**src/rtl/core/ims_pkg.sv**
```systemverilog
// ----------------------------------------------------------------------------
// ims_pkg
// Shared types and constants of the integer merge sorter.
// ----------------------------------------------------------------------------
package ims_pkg;

  localparam int unsigned DataW  = 32;
  localparam int unsigned QDepth = 2;
  localparam int unsigned QAw    = $clog2(QDepth);

  typedef struct packed {
    logic signed [DataW-1:0] value;
    logic                    store;
    logic                    last;
  } cmd_t;

  typedef enum logic [2:0] {
    ST_IDLE,
    ST_READ,
    ST_MERGE,
    ST_EMIT_RD,
    ST_EMIT_OUT
  } back_state_e;

endpackage

```
**src/rtl/core/ims_front.sv**
```systemverilog
// ----------------------------------------------------------------------------
// ims_front
// Accepts input items, counts the array and marks each item to be stored or
// dropped before it enters the command queue.
// ----------------------------------------------------------------------------
module ims_front import ims_pkg::*; #(
  parameter int unsigned DEPTH = 64
) (
  input  logic                    clk_i,
  input  logic                    rst_ni,
  input  logic                    in_valid_i,
  output logic                    in_ready_o,
  input  logic signed [DataW-1:0] value_i,
  input  logic                    last_i,
  input  logic                    full_i,
  output logic                    push_o,
  output cmd_t                    cmd_o
);

  localparam int unsigned CW = $clog2(DEPTH + 1);

  logic [CW-1:0] cnt_q, cnt_d;
  logic          accept;
  logic          store;

  assign in_ready_o = !full_i;
  assign accept     = in_valid_i && !full_i;
  assign store      = (cnt_q < CW'(DEPTH));

  assign cmd_o.value = value_i;
  assign cmd_o.store = store;
  assign cmd_o.last  = last_i;
  assign push_o      = accept && (store || last_i);

  always_comb begin
    cnt_d = cnt_q;
    if (accept) begin
      if (last_i) begin
        cnt_d = '0;
      end else if (store) begin
        cnt_d = cnt_q + CW'(1);
      end
    end
  end

  always_ff @(posedge clk_i or negedge rst_ni) begin
    if (!rst_ni) begin
      cnt_q <= '0;
    end else begin
      cnt_q <= cnt_d;
    end
  end

endmodule

```
**config.mk**
```make
export PLATFORM = sky130hd
export DESIGN_NAME = ims_front
export DESIGN_NICKNAME = d
export VERILOG_FILES = /design/src/rtl/core/ims_pkg.sv /design/src/rtl/core/ims_front.sv
export SDC_FILE = /design/constraint.sdc
export NUM_CORES = 1
export LEC_CHECK = 0
export ABC_AREA = 1
export BUFFER_PORTS_ARGS = -buffer_cell sky130_fd_sc_hd__buf_4
export CAP_MARGIN = 20
export CORE_MARGIN = 4
export CORE_UTILIZATION = 36
export DETAILED_ROUTE_END_ITERATION = 12
export PLACE_DENSITY = 0.83
export SETUP_SLACK_MARGIN = 0.1
export SKIP_LAST_GASP = 1
export SYNTH_ARGS = -nofsm -noshare
export SYNTH_HDL_FRONTEND = slang
export SYNTH_SLANG_ARGS = --single-unit
```
**constraint.sdc**
```tcl
create_clock -name clk_i -period 2.6 [get_ports clk_i]
set_input_delay 0 -clock clk_i [delete_from_list [all_inputs] [get_ports clk_i]]
set_output_delay 0 -clock clk_i [all_outputs]
set_load 0.02 [all_outputs]
```
Word level (Yosys, flattened, before mapping)
Index checks and enable logic that the tools add are counted.
Widths: inputs -> output; s select.
{"block": "word_totals", "ff_bits": 7, "input_bits": 37, "output_inout_bits": 36}
{"block": "op_classes", "add_sub_neg": 1, "magnitude_cmp": 1, "mux": 2, "reduce_logical": 6}
{"cell": "$mux 7", "count": 2}
{"cell": "$add 7x1->7 const B", "count": 1}
{"cell": "$lt 7x7->1 const B", "count": 1}
{"cell": "$logic_and 1x1->1", "count": 2}
{"cell": "$reduce_and 2->1", "count": 1}
{"cell": "$reduce_bool 2->1", "count": 1}
{"cell": "$logic_not 1->1", "count": 1}
{"cell": "$logic_or 1x1->1", "count": 1}

Depth between registers and ports, before layout
Gate-level depths: netlist of run 1.
{"block": "depth", "ltp_word": 3, "mapped_depth": 7}

Worst setup path before layout of run 1
Ideal clock, no wire load.
{"block": "synth_path", "path_type": "register -> register", "from": "register cnt_q[0]", "to": "register cnt_q[4]", "setup_time_ns": 0.118, "t_arrival_ns": 1.110, "required_ns": 2.482, "setup_slack_ns": 1.372, "stages_incl_launch_ff": 7, "n_path_buf": 0, "path_cell_list": "dfrtp_1 ha_1 nand2_1 nor2_1 or2_2 nand4_1 nand2_1"}
{"block": "synth_between", "elab_chain_len": 3}
{"item": "from (decl)", "line": "ims_front.sv:22", "source": "logic [CW-1:0] cnt_q, cnt_d;"}
{"item": "from (signal assigned)", "line": "ims_front.sv:50", "source": "cnt_q <= cnt_d;"}
{"item": "$add 7x1->7 or $lt 7x7->1 (tied branches)", "line": "ims_front.sv:41, ims_front.sv:28"}
{"item": "$mux 7 or $reduce_bool 2->1 (tied branches)"}
{"item": "$mux 7 or $reduce_and 2->1 (tied branches)"}
Several ways; a longest one is shown, not always the timed one. The select of a mux whose other input is x is not followed.
A chain may end at the register's enable or synchronous reset.

Worst setup path after layout of run 1
Ends and elaborated chain as after synthesis.

==> results of run 1 <==
==> cells by family after synthesis <==
kind of cell	count (synthesis)	synth area share, %
buffers and inverters	42	42.3
and+or+nand+nor	31	21.3
AOI/OAI and AO/OA	7	8.54
DFF	7	26.0
adders and majority gates	1	1.85
==> per-layer routing <==
| layer | vias up | global-route usage (%) |
|---|---|---|
| met5 | - | 0 |
| met4 | 0 | 10.9 |
| met3 | 8 | 4.37 |
| met2 | 23 | 14.4 |
| met1 | 185 | 8.90 |
| li1 | 196 | - |
==> Yosys cell counts (all sizes together) <==
cell / number
buf: 34
nand2: 18
inv: 8
dfrtp: 7
nor2: 7
o21ai: 4
a21oi: 3
nand4: 3
nand3: 2
ha: 1
or2: 1
==> worst max-delay path: stages, from the launching register on <==
cell	delay [ns]
dfrtp_1	0.43
ha_1	0.23
nand2_1	0.09
nor2_1	0.06
or2_2	0.26
nand4_1	0.07
nand2_1	0.05
==> where the power goes <==
part	internal [mW]	leakage (nW)	switching [mW]	total, mW
Clock	0.0587	0.0150	0.0426	0.101
Sequential	0.120	0.0955	0.0119	0.132
Combinational	0.0203	0.141	0.0274	0.0477
==> final cells by class <==
| cell class | instances | area share, % |
|---|---|---|
| Sequential cell | 7 | 32.0 |
| Multi-Input combinational cell | 39 | 39.1 |
| Inverter | 8 | 5.49 |
| Clock buffer | 4 | 4.81 |
| Timing Repair Buffer | 9 | 12.8 |
| Tap cell | 25 | 5.72 |
==> final timing paths <==
| path | slack, ns | endpoint | startpoint |
|---|---|---|---|
| setup reg to reg | 1.30 | cnt_q[4] | cnt_q[0] |
| hold reg to reg | 0.56 | cnt_q[1] | cnt_q[1] |
| setup / recovery | 1.30 | cnt_q[4] | cnt_q[0] |
| max in group asynchronous | 2.38 | cnt_q[3] | rst_ni |
| hold / removal | 0.000008 | cmd_o[5] | value_i[3] |
| min in group asynchronous | 0.09 | cnt_q[4] | rst_ni |
==> timing repair <==
| item | in CTS | in global routing |
|---|---|---|
| hold buffers | 1 | 0 |
| buffers inserted | 0 | 0 |
| hold endpoints to repair | 7 | 0 |
==> per-stage QoR <==
step | cell area [um^2] | std cells
after global routing | 547 | 92
after detailed placement | 510 | 87
after CTS | 547 | 92
final | 547 | 92
after floorplan | 674 | 88
after global placement | 510 | 87
==> out/metrics.yaml, run 1 <==
floorplanning:
  chipHeight_um: 51.3
  rows: 15
  die_area_um2: 2630
  io_pins: 73
  coreArea_um2: 1750
  initial_core_util_pct: 38.6
  fp.dieW_um: 51.3
layout:
  n_antenna_cell: 0
  multi_input_area_um2: 214
  fin_nets: 106
  regArea_um2: 175
  final_common_cell: "nand2_1"
  fill_cells: 186
  top_register: "cnt_q"
  area_growth_pct: -18.9
  final_util_pct: 31.3
  layout-drive-gt1-share_pct: 31.3
  largest_reg_flops: 7
  final_cell_mix: "nand2_1 (17), buf_4 (8), dfrtp_1 (7)"
  reg_top3: "cnt_q x7"
clock_network:
  insertion_delay_ns: 0.26
  clk_pin_slew_ns: 0.06
  htree_levels: 1
  cts.sinks: 7
  cts-resized-gates: 0
  clockBufferDepth: 2
  cts_buffers: 3
  cts_tree: "built"
  ctsRootBufferMaster: "clkbuf_4"
worst_setup_path:
  crit_required_ns: 2.75
  worst-setup-path-type: "reg -> reg"
  rr_worst_depth: 6
  setup.worst_path.end_class: "flip-flop"
  critPathLaunchType: "flip-flop"
  crit_fanout: 6
  arrival_ns: 1.45
timing:
  max_freq_ghz: 0.769
  grt_setup_unrepaired: "no"
  worst_slew_pin_slew_ns: 0.228
  setup_ws_ns: 1.30
  whs_ns: 0.00000776
  finalSetupViolations: 0
  final-hold-violation-count: 0
  maxSlewHeadroom_pct: 84.7
  fin_crit_ns: 1.30
  fin_setup_tns_ns: 0
  finalCritPeriodShare_pct: 50.0
  skew_ns: 0.00612
  slew_violations: 0
drt:
  top_layer_used: "met4"
  antenna_left: 0
  avgRoutedWirePerCell_um: 12.3
  vias_per_cell: 4.48
  wl_met2_um: 516
  wl_met1_um: 413
  drt_iter0_drc: 8
  drc: 0
  routed_wl_mm: 1.13
  dr_wl_met3_um: 154
  vias: 412
  first_pass_iters: 4
yosys:
  syn-cell-area_um2: 674
  synthesis.nets: 126
  yosysSeqAreaShare_pct: 26.0
  synth-seq-cells: 7
  synthCells: 88
  synth.top_cell.area_share_pct: 37.8
  yosys_warnings: 0
  ys_types: 18
  synth.largest_area_cell: "buf_4"
  synthTopCellsByArea: "buf_4 (38%), dfrtp_1 (26%), nand2_1 (9.5%), inv_1 (2.8%), nand4_1 (2.8%)"
  syn_avg_cell_area_um2: 7.66
run:
  cap_violations: 0
place:
  place_congestion: 0.747
  dp_worst_setup_slack_ns: 1.31
  dp_hpwl_um: 895
  port_buffers: 8
global_route:
  grt_max_degree: 8
  grt_overflow: 0
  grt_first_pass_wirelength_mm: 1.84
  first_global_vias: 447
  track_usage_pct: 9.56
  antenna_found_initial: 0
power_and_ir_drop:
  peakVddDrop_mv: 0.165
  p_leak_nw: 0.251
  power.density_nw_per_um2: 513
  power_mw: 0.281
hold_path:
  worstHoldPathCells: 0
  hold_class: "in -> out"
outcome:
  status: "finished, final reports clean"
Power figures use the tool's default switching activity.
==> inputs of run 2 (changes only) <==
--- a/config.mk
+++ b/config.mk
@@ -9,9 +9,9 @@
 export BUFFER_PORTS_ARGS = -buffer_cell sky130_fd_sc_hd__buf_4
 export CAP_MARGIN = 20
 export CORE_MARGIN = 4
-export CORE_UTILIZATION = 36
+export CORE_UTILIZATION = 34
 export DETAILED_ROUTE_END_ITERATION = 12
-export PLACE_DENSITY = 0.83
+export PLACE_DENSITY = 0.79
 export SETUP_SLACK_MARGIN = 0.1
 export SKIP_LAST_GASP = 1
 export SYNTH_ARGS = -nofsm -noshare
==> constraint.sdc (replaced) <==
create_clock -name clk_i -period 1.25 [get_ports clk_i]
set_input_delay 0 -clock clk_i [delete_from_list [all_inputs] [get_ports clk_i]]
set_output_delay 0 -clock clk_i [all_outputs]
set_load 0.02 [all_outputs]
==> run 2 against run 1 <==
- clock skew about the same
- die area increased by 5.0%
- utilization is 0.83 points higher
- setup slack got worse by 1.2 ns
- power is 120% higher
- cell area up 5.9%
- sequential cell count is the same
- non-clock buffer count is 3 higher
- worst hold slack hardly changed
- clock power rose by 110%
- via count rose by 6.1%
==> out/metrics.yaml, run 2 (synthesized netlist as in run 1, its figures left out) <==
layout:
  final_cell_mix: "nand2_1 (16), buf_4 (11), dfrtp_1 (7)"
  reg_top3: "cnt_q x7"
  final_area_um2: 579
  final_common_cell: "nand2_1"
  n_antenna_cell: 0
  layout-drive-gt1-share_pct: 38.6
  fin_nets: 109
  top_register: "cnt_q"
  stdcell_count: 95
  area_growth_pct: -14.1
  largest_reg_flops: 7
timing:
  finalSetupViolations: 0
  worst_slew_pin_slew_ns: 0.219
  grt_setup_unrepaired: "yes"
  skew_ns: 0.00562
  max_freq_ghz: 0.899
  slew_violations: 0
  final-hold-violation-count: 0
  fin_setup_tns_ns: 0
  maxSlewHeadroom_pct: 85.4
  finalCritPeriodShare_pct: 89.0
  fin_crit_ns: 1.11
  whs_ns: 0.00000774
worst_setup_path:
  cp_cell_sequence: "ha_2 > nand2_2 > nor2_2 > or2_4 > nand4_1 > nand2_1"
  critPathSlowestCell: "dfrtp_1"
  setup.worst_path.end_class: "flip-flop"
  crit_required_ns: 1.40
  arrival_ns: 1.26
  critPathLaunchType: "flip-flop"
  crit_fanout: 3
  cpPeakStageDelay_ns: 0.38
  rrSetupSlack_ns: 0.14
  worst-setup-path-type: "reg -> reg"
hold_path:
  hold_class: "in -> out"
run:
  cap_violations: 0
drt:
  antenna_left: 0
  avgRoutedWirePerCell_um: 11.3
  vias_per_cell: 4.60
  drt_iter0_drc: 5
  routed_wl_mm: 1.08
  vias: 437
  first_pass_iters: 4
  drc: 0
global_route:
  track_usage_pct: 8.58
  grt_overflow: 0
  first_global_vias: 430
  grt_max_degree: 8
  grt_first_pass_wirelength_mm: 1.70
  antenna_found_initial: 0
power_and_ir_drop:
  peakVddDrop_mv: 0.494
  p_leak_nw: 0.264
  power_mw: 0.619
  power.density_nw_per_um2: 1070
place:
  dp_hpwl_um: 821
  place_area_um2: 528
  dp.cells: 88
  port_buffers: 8
  place_congestion: 0.790
clock_network:
  cts.sinks: 7
  cts_tree: "built"
  cts_buffers: 3
  htree_levels: 1
  cts-resized-gates: 0
  insertion_delay_ns: 0.25
  clockBufferDepth: 2
  clk_pin_slew_ns: 0.06
  ctsRootBufferMaster: "clkbuf_4"
floorplanning:
  chipHeight_um: 52.5
  fp.dieW_um: 52.5
  initial_core_util_pct: 37.4
  rows: 15
  coreArea_um2: 1800
  die_area_um2: 2760
  io_pins: 73
outcome:
  status: "finished, final reports clean"
[run 2: path summary, 6_finish.rpt]
kind / cells after the start / from / end
setup / recovery: 6 / cnt_q[0] / cnt_q[4]
setup reg to reg: 6 / cnt_q[0] / cnt_q[4]
max in group asynchronous: 2 / rst_ni / cnt_q[1]
hold reg to reg: 2 / cnt_q[5] / cnt_q[5]
min in group asynchronous: 2 / rst_ni / cnt_q[4]
hold / removal: 0 / value_i[31] / cmd_o[33]
[run 2: critical path, delay by kind of cell (launching register included)]
| kind | cells | cell delay, ns |
|---|---|---|
| and+or+nand+nor | 5 | 0.43 |
| DFF | 1 | 0.38 |
| adders and majority gates | 1 | 0.20 |
[run 2: power by group]
group	switching (mW)	total, mW	internal, mW
registers	0.0162	0.265	0.249
logic	0.0764	0.146	0.0697
clock network	0.0860	0.208	0.122
[run 2: per-layer routing]
layer	global-route usage, %	wire length [um]
met1	7.63	364
met2	13.4	535
met3	6.27	137
met4	5.96	40
met5	0	0
[run 2: through the flow]
stage | worst slack, ns | utilization, %
after floorplan | 0.118 | -
after global placement | 0.118 | 29.3
after detailed placement | 0.0804 | 29.3
after CTS | 0.117 | 31.7
after global routing | 0.0348 | 32.2
final | 0.138 | 32.2
[run 2: repair_timing]
item,in CTS,in global routing
setup endpoints to repair,1,2
endpoints found under the hold margin,7,0
hold buffers,1,0
setup buffers,1,1
pin swaps,0,2
[run 2: final cells by class]
cell class / count / area [um^2]
timing repair buffer: 12 / 92.6
inverter: 8 / 30.0
multi-input combinational: 39 / 224
tap: 25 / 31.3
fill: 194 / 1220
clock buffer: 4 / 26.3
sequential: 7 / 175
