==> src/rtl/core/ims_pkg.sv <==
// ----------------------------------------------------------------------------
// ims_pkg
// Shared types and constants of the integer merge sorter.
// ----------------------------------------------------------------------------
package ims_pkg;

  localparam int unsigned DataW  = 32;
  localparam int unsigned QDepth = 2;
  localparam int unsigned QAw    = $clog2(QDepth);

  typedef struct packed {
    logic signed [DataW-1:0] value;
    logic                    store;
    logic                    last;
  } cmd_t;

  typedef enum logic [2:0] {
    ST_IDLE,
    ST_READ,
    ST_MERGE,
    ST_EMIT_RD,
    ST_EMIT_OUT
  } back_state_e;

endpackage

==> src/rtl/core/ims_cmd_fifo.sv <==
// ----------------------------------------------------------------------------
// ims_cmd_fifo
// Short command queue that decouples the front from the sort engine.
// ----------------------------------------------------------------------------
module ims_cmd_fifo import ims_pkg::*; (
  input  logic clk_i,
  input  logic rst_ni,
  input  logic push_i,
  input  cmd_t cmd_i,
  output logic full_o,
  output logic pop_valid_o,
  input  logic pop_ready_i,
  output cmd_t cmd_o
);

  cmd_t           entry_q [QDepth];
  logic [QAw-1:0] wr_ptr_q, wr_ptr_d;
  logic [QAw-1:0] rd_ptr_q, rd_ptr_d;
  logic [QAw:0]   fill_q, fill_d;
  logic           do_push;
  logic           do_pop;

  assign full_o      = (fill_q == (QAw + 1)'(QDepth));
  assign pop_valid_o = (fill_q != '0);
  assign cmd_o       = entry_q[rd_ptr_q];
  assign do_push     = push_i && !full_o;
  assign do_pop      = pop_valid_o && pop_ready_i;

  always_comb begin
    wr_ptr_d = do_push ? wr_ptr_q + QAw'(1) : wr_ptr_q;
    rd_ptr_d = do_pop ? rd_ptr_q + QAw'(1) : rd_ptr_q;
    fill_d   = fill_q;
    if (do_push && !do_pop) begin
      fill_d = fill_q + (QAw + 1)'(1);
    end else if (do_pop && !do_push) begin
      fill_d = fill_q - (QAw + 1)'(1);
    end
  end

  always_ff @(posedge clk_i) begin
    if (do_push) begin
      entry_q[wr_ptr_q] <= cmd_i;
    end
  end

  always_ff @(posedge clk_i or negedge rst_ni) begin
    if (!rst_ni) begin
      wr_ptr_q <= '0;
      rd_ptr_q <= '0;
      fill_q   <= '0;
    end else begin
      wr_ptr_q <= wr_ptr_d;
      rd_ptr_q <= rd_ptr_d;
      fill_q   <= fill_d;
    end
  end

endmodule

==> config.mk <==
export PLATFORM = sky130hd
export DESIGN_NAME = ims_cmd_fifo
export DESIGN_NICKNAME = d
export VERILOG_FILES = /design/src/rtl/core/ims_pkg.sv /design/src/rtl/core/ims_cmd_fifo.sv
export SDC_FILE = /design/constraint.sdc
export NUM_CORES = 1
export LEC_CHECK = 0
export BUFFER_PORTS_ARGS = -buffer_cell sky130_fd_sc_hd__buf_4
export CORE_UTILIZATION = 56
export DETAILED_ROUTE_END_ITERATION = 6
export PLACE_DENSITY = 0.95
export SYNTH_ARGS = -nofsm -noshare
export SYNTH_HDL_FRONTEND = slang
export SYNTH_SLANG_ARGS = --single-unit
==> constraint.sdc <==
create_clock -name clk_i -period 7.35 [get_ports clk_i]
set_clock_uncertainty 0.05 [all_clocks]
set_input_delay 0.3675 -clock clk_i [delete_from_list [all_inputs] [get_ports clk_i]]
set_output_delay 0.3675 -clock clk_i [all_outputs]
set_load 0.005 [all_outputs]
# After elaboration in Yosys (flattened, before gate mapping)
# Memories as Yosys holds them, arrays and structs flattened.
# Index checks and enable logic that the tools add are counted.
[classes]
addsub = 4
eq_ne = 1
mux = 4
reduce_logical = 9
[op_table]
columns = ["operator", "count"]
rows = [
  ["logical AND 1 bit", 4],
  ["2-to-1 mux 2 bit", 2],
  ["nonzero test 2 bit", 2],
  ["zero test 1 bit", 3],
  ["adder 1 bit (second input constant)", 2],
  ["adder 2 x 1 -> 2 bit (second input constant)", 1],
  ["equality test 2 bit (second input constant)", 1],
  ["2-to-1 mux 1 bit", 2],
  ["subtractor 2 x 1 -> 2 bit (second input constant)", 1],
]
[word_totals]
regBits = 4
ram_bits = 68
in_bits = 38
out_inout_bits = 36
elab_cells = 22
mem_count = 1
[mem_list]
columns = ["name", "words", "word_bits", "read_ports", "rd_ports_with_merged_regs", "write_ports", "line", "text"]
rows = [
  ["entry_q", 2, 34, 1, 0, 1, "ims_cmd_fifo.sv:16", "cmd_t entry_q [QDepth];"],
]

# Longest topological paths before layout
# Gate-level depths: netlist (run 1).
[depth]
word_depth = 7
ltp_mapped = 7
ltp_nobuf = 7

# Worst setup path after synthesis (run 1)
# No wires, ideal clock.
[synth_timing]
path_type = "register to register"
startpoint = "reg fill_q[0]"
endpoint = "mem entry_q[0][0] in the netlist's numbering (enable)"
setup_ns = 0.425
t_arrival_ns = 2.060
required_ns = 6.875
setup_slack_ns = 4.815
path_stages_with_launch = 4
n_path_buf = 0
synth_period_minus_slack_ns = 2.535
path_cell_list = "dfrtp_1 > nand2b_1 > nand2_1 > nor2_1"
[synth_between]
elab_chain_len = 5
[synth_lines]
columns = ["element", "line", "text"]
rows = [
  ["start, declared", "ims_cmd_fifo.sv:19", "logic [QAw:0] fill_q, fill_d;"],
  ["start signal, assigned", "ims_cmd_fifo.sv:54", "fill_q <= fill_d;"],
  ["equality test 2 bit", "ims_cmd_fifo.sv:23", "assign full_o = (fill_q == (QAw + 1)'(QDepth));"],
  ["zero test 1 bit", "ims_cmd_fifo.sv:26", "assign do_push = push_i && !full_o;"],
  ["logical AND 1 bit", "ims_cmd_fifo.sv:26", ""],
  ["2-to-1 mux 1 bit", "ims_cmd_fifo.sv:41", "if (do_push) begin"],
  ["2-to-1 mux 1 bit (implied by the code)", "ims_cmd_fifo.sv:42", "entry_q[wr_ptr_q] <= cmd_i;"],
  ["end, declared", "ims_cmd_fifo.sv:16", ""],
]
# Every way passes these cells.

==> reports/results.ini, run 1 <==
[clocking]
ctsHoldBuffers=1
cts_setup_buffers=0
htree_levels=3
numCtsBuffers=9
cts_tree=done
clock_sinks=72
cts.path.max_buffers=2
cts_root_buf=clkbuf_8
clk_latency_ps=330
clk_pin_slew_ps=70
post_cts_resized=0

[timing]
finalCriticalPeriod_ps=2360
fmax_ghz=0.424
rsz0062_at_grt=no
min_period_over_period_pct=32.1
hold_viol=0
finalMaxSlewViolations=0
worstMarginPinSlew_ps=1020
setup_viol=0
whs_ps=162
tns_ps=0
postLayoutSetupSlackWorst_ps=4990
max-slew-margin-rel_pct=32.0

[yosys]
synth_largest_area_cell=edfxtp_1
yosysTopAreaCellShare_pct=72.8
async_reset_ff_share_pct=5.56
yosysUniqueCellTypes=16
synth_most_common_cell=edfxtp_1
synth-seq-cells=72
synth_nets=164
ys.flop_type=edfxtp_1
synth_common_cells=edfxtp_1 (68), mux2_4 (29), mux2_2 (5)
synth.avg_cell_area_um2=22.4
synthCells=125
synthTopCellsByArea=edfxtp_1 (73%), mux2_4 (16%), dfrtp_1 (3.6%), buf_12 (2.1%), mux2_2 (2.0%)
syn_area_mm2=0.00281
synth_edf_count=68
seq_area_frac_synth_pct=76.4
synth_warnings=0

[layout]
fin_nets=246
fill_cells=290
area_growth_syn_to_layout_pct=28.4
fin_area_mm2=0.00360
drive_gt1_share_pct=59.4
n_antenna_cell=0

[floorplanning]
die_y_um=72.8
die_area_mm2=0.00530
die_width_um=72.8
std_cell_rows=25
core_mm2=0.00479
io-pin-count=74
initial_core_util_pct=58.6

[detailed_routing]
drt-met1-wl_mm=1.82
wl_per_cell_um=16.5
wl_mm=4.61
drtIter0Drc=70
top_layer=met4
route.met2.wl_mm=2.34
avgViaCountPerCell=5.00
vias=1395
dr.pass1.iters=4
ant_nets=0
drc=0
wl_met3_um=353

[pwr]
p_total_mw=1.39
p_leak_nw=1.46
ir_drop_mv=0.317
p_per_area_mw_per_mm2=387

[placed_design]
gp_congestion=0.703
place_hpwl_mm=3.03
pre_cts_ws_ps=5300
dpl_cell_area_mm2=0.00338
portBuffers=73

[worst_setup_path]
rrSetupSlack_ps=5310
cp.arrival_ps=1940
worst_setup_path_start_kind=register
required_ps=6930
cp_max_fo=35
timing_worst_setup_path_type=reg2out
worstSetupEndpointType=output port

[grt]
grt_pass1_wl_mm=6.97
grt_max_degree=36
grt_pass1_vias=1400
grt.overflow.total=0
antenna_found_initial=0
grt_util_all_layers_pct=19.0

[job]
drv_cap=0

[outcome]
status=complete, no violations

[min_path]
hold_path_class=in2reg

[cell type report]
cell class	instances	area (um2)	share of cell area (%)
flip-flops and latches	72	2140	59.5
multi-input cells	47	592	16.4
repair buffers	75	566	15.7
clock buffers	9	124	3.44
clock inverters	7	86.3	2.40
well taps	67	83.8	2.33
inverters	2	7.51	0.208
[critical path, stage by stage (launching register included)]
cell	delay, ps
dfrtp_2	1050
mux2_2	420
buf_4	130
[report_power, final]
group	internal, mW	switching (mW)	total [mW]	leakage [nW]
Sequential	0.564	0.0794	0.643	0.677
Clock	0.188	0.139	0.327	0.106
Combinational	0.276	0.147	0.423	0.677
[state kept, by name, summed over array words and instances (netlist names)]
name	cells
wr_ptr_q	1
rd_ptr_q	1
entry_q	68
fill_q	2
[per-stage QoR]
step | utilization (%) | std cells
after floorplan | - | 125
after global placement | 70.7 | 262
after global routing | 75.3 | 279
after detailed placement | 70.7 | 262
after CTS | 75.3 | 279
final | 75.3 | 279
[routing by layer]
metal | up-vias | global-route usage [%]
li1 | 641 | -
met1 | 678 | 21.8
met2 | 65 | 31.0
met3 | 11 | 7.18
met4 | 0 | 10.0
met5 | - | 0
[path summary, 6_finish.rpt]
check | from | end | cells after the start
worst max-delay path | rd_ptr_q | cmd_o[17] | 2
worst min-delay path | cmd_i[6] | entry_q[1][6] | 1
worst max register to register | fill_q[0] | entry_q[1][26] | 3
worst min register to register | fill_q[1] | fill_q[1] | 1
max in group asynchronous | rst_ni | rd_ptr_q | 2
min in group asynchronous | rst_ni | wr_ptr_q | 2
[kinds of logic (layout without fill, tap and decap cells)]
logic type	Yosys count	count (layout)	share of synthesized area, %
simple gates	7	7	1.29
buf+inv	6	93	2.81
fa+ha+maj	1	1	0.446
mux	34	34	17.5
flops	72	72	76.4
xor+xnor	5	5	1.56
[cells in the final DEF, fill, tap and decap left out]
cell and count:
ha_1 1, inv_1 2, clkinv_2 3, clkinvlp_4 1
or2_1 1, buf_4 74, dfrtp_1 3, nand2_2 1
xor2_1 2, mux2_2 5, clkinv_1 1, dfrtp_2 1
edfxtp_1 68, bufinv_16 2, clkbuf_8 9, xnor2_1 3
nor2_4 1, dlygate4sd3_1 1, nand2b_1 1, nand2_1 1
and3_1 1, mux2_4 29, nor2_1 1
(Power assumes the default switching activity.)
==> run 2, diff against run 1 <==
Settings changed: CORE_UTILIZATION 56 to 52, PLACE_DENSITY 0.95 to 0.91.
Clock period 7.35 ns to 2.3 ns, I/O delays scaled along.
==> run 2 against run 1 <==
  * Register-to-register slack worse by 4600 ps
  * Worst setup slack worse by 4600 ps
  * Combinational power rose to 3.7 times the previous value
  * Sequential share of layout area down 5.3 points
  * Sequential power rose to 3.0 times the previous value
  * Sequential cell count unchanged
  * Utilization up 1.6 points
  * Critical endpoint is now cmd_o[18]
  * Largest cell class unchanged
  * Largest power group unchanged
  * Highest routed layer unchanged
==> reports/results.ini, run 2 (synthesis results as in run 1) <==
[outcome]
status=complete, no violations

[layout]
largest-register=entry_q
fin_nets=282  ; +15%
drive_gt1_share_pct=50.4  ; -9.0 points
final_cell_mix=buf_4 (73), edfxtp_1 (68), dlygate4sd3_1 (35)
layout.area.seq_mm2=0.00214  ; unchanged
n_antenna_cell=0  ; unchanged
largest_reg_flops=68  ; unchanged
area_growth_syn_to_layout_pct=40.9
final_cell_count_no_fill=318  ; +14%
final_common_cell=buf_4
multi_input_area_um2=593  ; +0.21%
fill_cells=299  ; +3.1%
largest_registers=entry_q: 68 flops, fill_q: 2 flops

[timing]
hold_viol=0  ; unchanged
max-slew-margin-rel_pct=75.2  ; +43 points
finalMaxSlewViolations=0  ; unchanged
finalCriticalPeriod_ps=1870
tns_ps=0  ; unchanged
worstMarginPinSlew_ps=372  ; -648 ps
fmax_ghz=0.534
rsz0062_at_grt=no
setup_viol=0  ; unchanged
postLayoutSetupSlackWorst_ps=426  ; -4570 ps
min_period_over_period_pct=81.5

[worst_setup_path]
cp_max_fo=25  ; -29%
cp_slowest_stage_delay_ps=600  ; -450 ps
required_ps=2130  ; -4800 ps
rrSetupSlack_ps=700  ; -4610 ps
timing_worst_setup_path_type=reg2out
cp.arrival_ps=1710  ; -230 ps
crit_path_top_delay_cell=dfrtp_2
worstSetupEndpointType=output port
worst_setup_path_start_kind=register
crit_path_cell_trace=buf_12 > mux2_2 > buf_4

[detailed_routing]
drtIter0Drc=98  ; +40%
dr.pass1.iters=4  ; unchanged
drc=0  ; unchanged
ant_nets=0  ; unchanged
wl_mm=4.90  ; +6.2%
avgViaCountPerCell=4.75  ; -5.0%
wl_per_cell_um=15.4  ; -6.8%
vias=1511  ; +8.3%

[placed_design]
place_hpwl_mm=2.92  ; -3.8%
portBuffers=73  ; unchanged
gp_congestion=0.696  ; -0.97%
pre_cts_ws_ps=699  ; -4600 ps
dp.cells=267  ; +1.9%

[clocking]
cts_setup_buffers=0  ; unchanged
cts_tree=done
clk_pin_slew_ps=60  ; about the same
clock_sinks=72  ; unchanged
cts_root_buf=clkbuf_8
clk_latency_ps=330  ; about the same
numCtsBuffers=9  ; unchanged
htree_levels=3  ; unchanged
cts.path.max_buffers=2  ; unchanged

[job]
drv_cap=0  ; unchanged

[pwr]
p_total_mw=4.35  ; +210%
p_per_area_mw_per_mm2=1100  ; +180%
p_leak_nw=1.60  ; +9.5%
ir_drop_mv=0.854  ; +170%

[grt]
grt_pass1_wl_mm=7.18  ; +3.1%
grt_pass1_vias=1574  ; +12%
grt_max_degree=26  ; -28%
grt_util_all_layers_pct=18.6  ; -0.38 points
antenna_found_initial=0  ; unchanged
grt.overflow.total=0  ; unchanged

[floorplanning]
io-pin-count=74  ; unchanged
core_mm2=0.00514  ; +7.4%
die_width_um=75.4  ; +3.7%
die_y_um=75.4  ; +3.7%
initial_core_util_pct=54.6  ; -4.0 points
std_cell_rows=26  ; +4.0%
die_area_mm2=0.00569  ; +7.5%

[min_path]
hold_path_class=in2reg

[run 2: metal layers]
layer  track usage, %  up-vias  wire, um  share of wire, %
li1                 -      718         -                 -
met1             21.4      724      2020                41
met2             32.4       63      2560                52
met3             4.37        6       269               5.5
met4             9.88        0        46              0.94
met5                0        -         0                 0
[run 2: area by class of cell]
type                       instances  area share (%)
sequential                        72            54.2
clock inverter                     2           0.222
clock buffer                      14            3.86
inverter                           2           0.190
multi-input combinational         47            15.0
timing repair buffer             111            24.3
tap                               70            2.22
[run 2: through the flow]
| step | area (um2) | hold slack (ps) | util, % |
|---|---|---|---|
| 2_1_floorplan | 2810 | -231 | - |
| 3_3_place_gp | 3440 | -135 | 66.9 |
| 3_5_place_dp | 3440 | -134 | 66.9 |
| 4_1_cts | 3950 | 4.91 | 76.9 |
| 5_1_grt | 3950 | 15.2 | 76.9 |
| 6_report | 3950 | 9.47 | 76.9 |
[run 2: where the power goes]
group	internal, mW	switching [mW]	leakage, nW
sequential	1.80	0.145	0.677
clock	0.418	0.409	0.0821
combinational	0.973	0.605	0.840
[run 2: critical path: cells and delay by family (launching register included)]
kind	cells	cell delay, ps
DFF	1	600
buffers and inverters	2	400
muxes	1	370
[run 2: repair_timing]
action                                 4_1_cts  5_1_grt
hold buffers                                35        0
resized for setup                            0        0
endpoints found under the hold margin       72        0
[run 2: worst paths after layout]
| check | startpoint | endpoint | cells after the start |
|---|---|---|---|
| min in group asynchronous | rst_ni | rd_ptr_q | 2 |
| max reg2reg | fill_q[0] | fill_q[1] | 6 |
| min | pop_ready_i | rd_ptr_q | 3 |
| max | rd_ptr_q | cmd_o[18] | 3 |
| min reg2reg | fill_q[1] | fill_q[1] | 1 |
| max in group asynchronous | rst_ni | rd_ptr_q | 2 |
==> run 3, diff against run 2 <==
Settings changed: ABC_AREA set to 1, CORE_UTILIZATION 52 to 47, PLACE_DENSITY 0.91 to 0.87.
Clock period 2.3 ns to 1.7 ns, I/O delays scaled along.
==> run 3 against run 2 <==
  * Hold slack better by 41 ps
  * Critical path depth up 1
  * Register-to-register slack worse by 500 ps
  * Area after synthesis down 1.1%
  * Sequential cell count unchanged
  * Highest routed layer unchanged
==> reports/results.ini, run 3 <==
[outcome]
status=complete, no violations

[layout]
fin_nets=367  ; +30%
largest_reg_flops=68  ; unchanged
largest-register=entry_q
multi_input_area_um2=528  ; -11%
final_cell_mix=nand2_1 (100), buf_4 (78), edfxtp_1 (68)
fill_cells=391  ; +31%
drive_gt1_share_pct=33.3  ; -17 points
n_antenna_cell=0  ; unchanged
final_common_cell=nand2_1
largest_registers=entry_q: 68 flops, fill_q: 2 flops
area_growth_syn_to_layout_pct=40.9  ; about the same
fin_area_mm2=0.00391  ; -1.0%
layout.area.seq_mm2=0.00214  ; unchanged

[yosys]
async_reset_ff_share_pct=5.56  ; unchanged
synth_common_cells=nand2_1 (100), edfxtp_1 (68), nand2_2 (13)
yosysUniqueCellTypes=18  ; +2
synth_edf_count=68  ; unchanged
synthTopCellsByArea=edfxtp_1 (74%), nand2_1 (14%), dfrtp_1 (3.6%), nand2_2 (2.9%), buf_6 (1.6%)
synth_warnings=0  ; unchanged
synth-seq-cells=72  ; unchanged
synth_nets=248  ; +51%
syn_area_mm2=0.00278  ; -1.1%
seq_area_frac_synth_pct=77.2  ; +0.83 points
synth_largest_area_cell=edfxtp_1
synth_most_common_cell=nand2_1
synth.avg_cell_area_um2=13.3  ; -41%
yosysTopAreaCellShare_pct=73.6  ; +0.79 points
synthCells=209  ; +67%
ys.flop_type=edfxtp_1

[clocking]
cts_setup_buffers=0  ; unchanged
cts_tree=done
numCtsBuffers=9  ; unchanged
htree_levels=3  ; unchanged
cts_root_buf=clkbuf_8
clk_pin_slew_ps=60  ; about the same
cts.path.max_buffers=2  ; unchanged
clock_sinks=72  ; unchanged
clk_latency_ps=330  ; about the same

[grt]
antenna_found_initial=0  ; unchanged
grt_pass1_vias=1958  ; +24%
grt_pass1_wl_mm=8.78  ; +22%
grt_max_degree=36  ; +38%
grt_util_all_layers_pct=19.8  ; +1.2 points
grt.overflow.total=0  ; unchanged

[worst_setup_path]
required_ps=1560  ; -570 ps
cp.arrival_ps=1370  ; -340 ps
worst_setup_path_start_kind=register
worstSetupEndpointType=output port
timing_worst_setup_path_type=reg2out
crit_buf_inv=2  ; unchanged
crit_path_top_delay_cell=dfrtp_2
cp_max_fo=15  ; -40%
crit_path_cell_trace=buf_4 > nand2_1 > nand2_1 > buf_4
rrSetupSlack_ps=200  ; -500 ps
path_delay_family=flip-flops
cp_slowest_stage_delay_ps=490  ; -110 ps

[detailed_routing]
wl_mm=5.56  ; +13%
drtIter0Drc=87  ; -11%
vias=1902  ; +26%
drc=0  ; unchanged
dr.pass1.iters=4  ; unchanged
ant_nets=0  ; unchanged
wl_per_cell_um=13.8  ; -10%
avgViaCountPerCell=4.73  ; -0.43%

[pwr]
ir_drop_mv=0.922  ; +8.0%
p_per_area_mw_per_mm2=1480  ; +35%
p_leak_nw=1.68  ; +5.3%

[floorplanning]
die_y_um=78.8  ; +4.5%
die_width_um=78.8  ; +4.5%
std_cell_rows=27  ; +3.8%
core_mm2=0.00561  ; +9.1%
io-pin-count=74  ; unchanged
initial_core_util_pct=49.5  ; -5.1 points
die_area_mm2=0.00622  ; +9.2%

[timing]
hold_viol=0  ; unchanged
rsz0062_at_grt=no
max-slew-margin-rel_pct=71.7  ; -3.5 points
min_period_over_period_pct=88.6
finalCriticalPeriod_ps=1510
postLayoutSetupSlackWorst_ps=194  ; -231 ps
fmax_ghz=0.664
worstMarginPinSlew_ps=420  ; +48.5 ps
finalMaxSlewViolations=0  ; unchanged
tns_ps=0  ; unchanged
setup_viol=0  ; unchanged
whs_ps=50.5  ; +41.0 ps

[job]
drv_cap=0  ; unchanged

[placed_design]
pre_cts_ws_ps=211  ; -488 ps
dpl_cell_area_mm2=0.00341  ; -0.95%
gp_congestion=0.640  ; -8.1%
place_hpwl_mm=3.51  ; +20%
portBuffers=73  ; unchanged

[min_path]
hold_path_class=in2async

[run 3: final cells by class]
cell class / instances / area share (%)
tap: 72 / 2.30
clock inverter: 2 / 0.256
sequential: 72 / 54.8
multi-input combinational: 122 / 13.5
inverter: 8 / 1.06
timing repair buffer: 115 / 24.7
clock buffer: 11 / 3.36
[run 3: report_power, final]
group	switching, mW	internal (mW)
clock	0.533	0.500
combinational	1.18	0.999
sequential	0.163	2.43
total	1.87	3.93
[run 3: worst paths after layout]
check	start	to	cells after the start
setup / recovery	rd_ptr_q	cmd_o[5]	4
hold / removal	rst_ni	wr_ptr_q	2
setup reg to reg	fill_q[0]	fill_q[1]	7
hold reg to reg	wr_ptr_q	wr_ptr_q	2
max in group asynchronous	rst_ni	rd_ptr_q	2
min in group clk_i	push_i	wr_ptr_q	5
[run 3: what timing repair did]
action | CTS | global route
gates resized for setup | 0 | 1
hold endpoints to repair | 73 | 0
setup endpoints to repair | 0 | 2
hold buffers | 36 | 0
[run 3: per-layer routing]
metal	vias to the layer above	wire (um)	track usage, %
met1	890	2220	20.8
met4	0	139	10.7
li1	928	-	-
met2	68	2910	36.0
met5	-	0	0
met3	16	289	4.94
[run 3: logic make-up (layout without fill, tap and decap cells)]
logic type | after synthesis | in the layout | synth area share, %
AND/OR/NAND/NOR | 119 | 119 | 17.8
AO/OA/AOI/OAI | 1 | 1 | 0.180
XOR/XNOR | 1 | 1 | 0.316
adder cells (fa/ha/maj) | 1 | 1 | 0.451
flip-flops | 72 | 72 | 77.2
buffers and inverters | 15 | 136 | 4.06
[run 3: worst reg2reg max path: stages (launching register included)]
cell and delay (ps):
dfrtp_1 450, nor2_2 210, nor2_4 50, ha_1 320
inv_1 80, nand3_1 90, nand2_1 80, nand2_1 50
[run 3: through the flow]
stage	cells	util [%]	power (mW)
6_report	402	69.7	5.80
5_1_grt	402	69.7	6.14
4_1_cts	402	69.7	5.82
3_5_place_dp	353	60.8	4.73
3_3_place_gp	353	60.8	4.64
2_1_floorplan	209	-	3.76
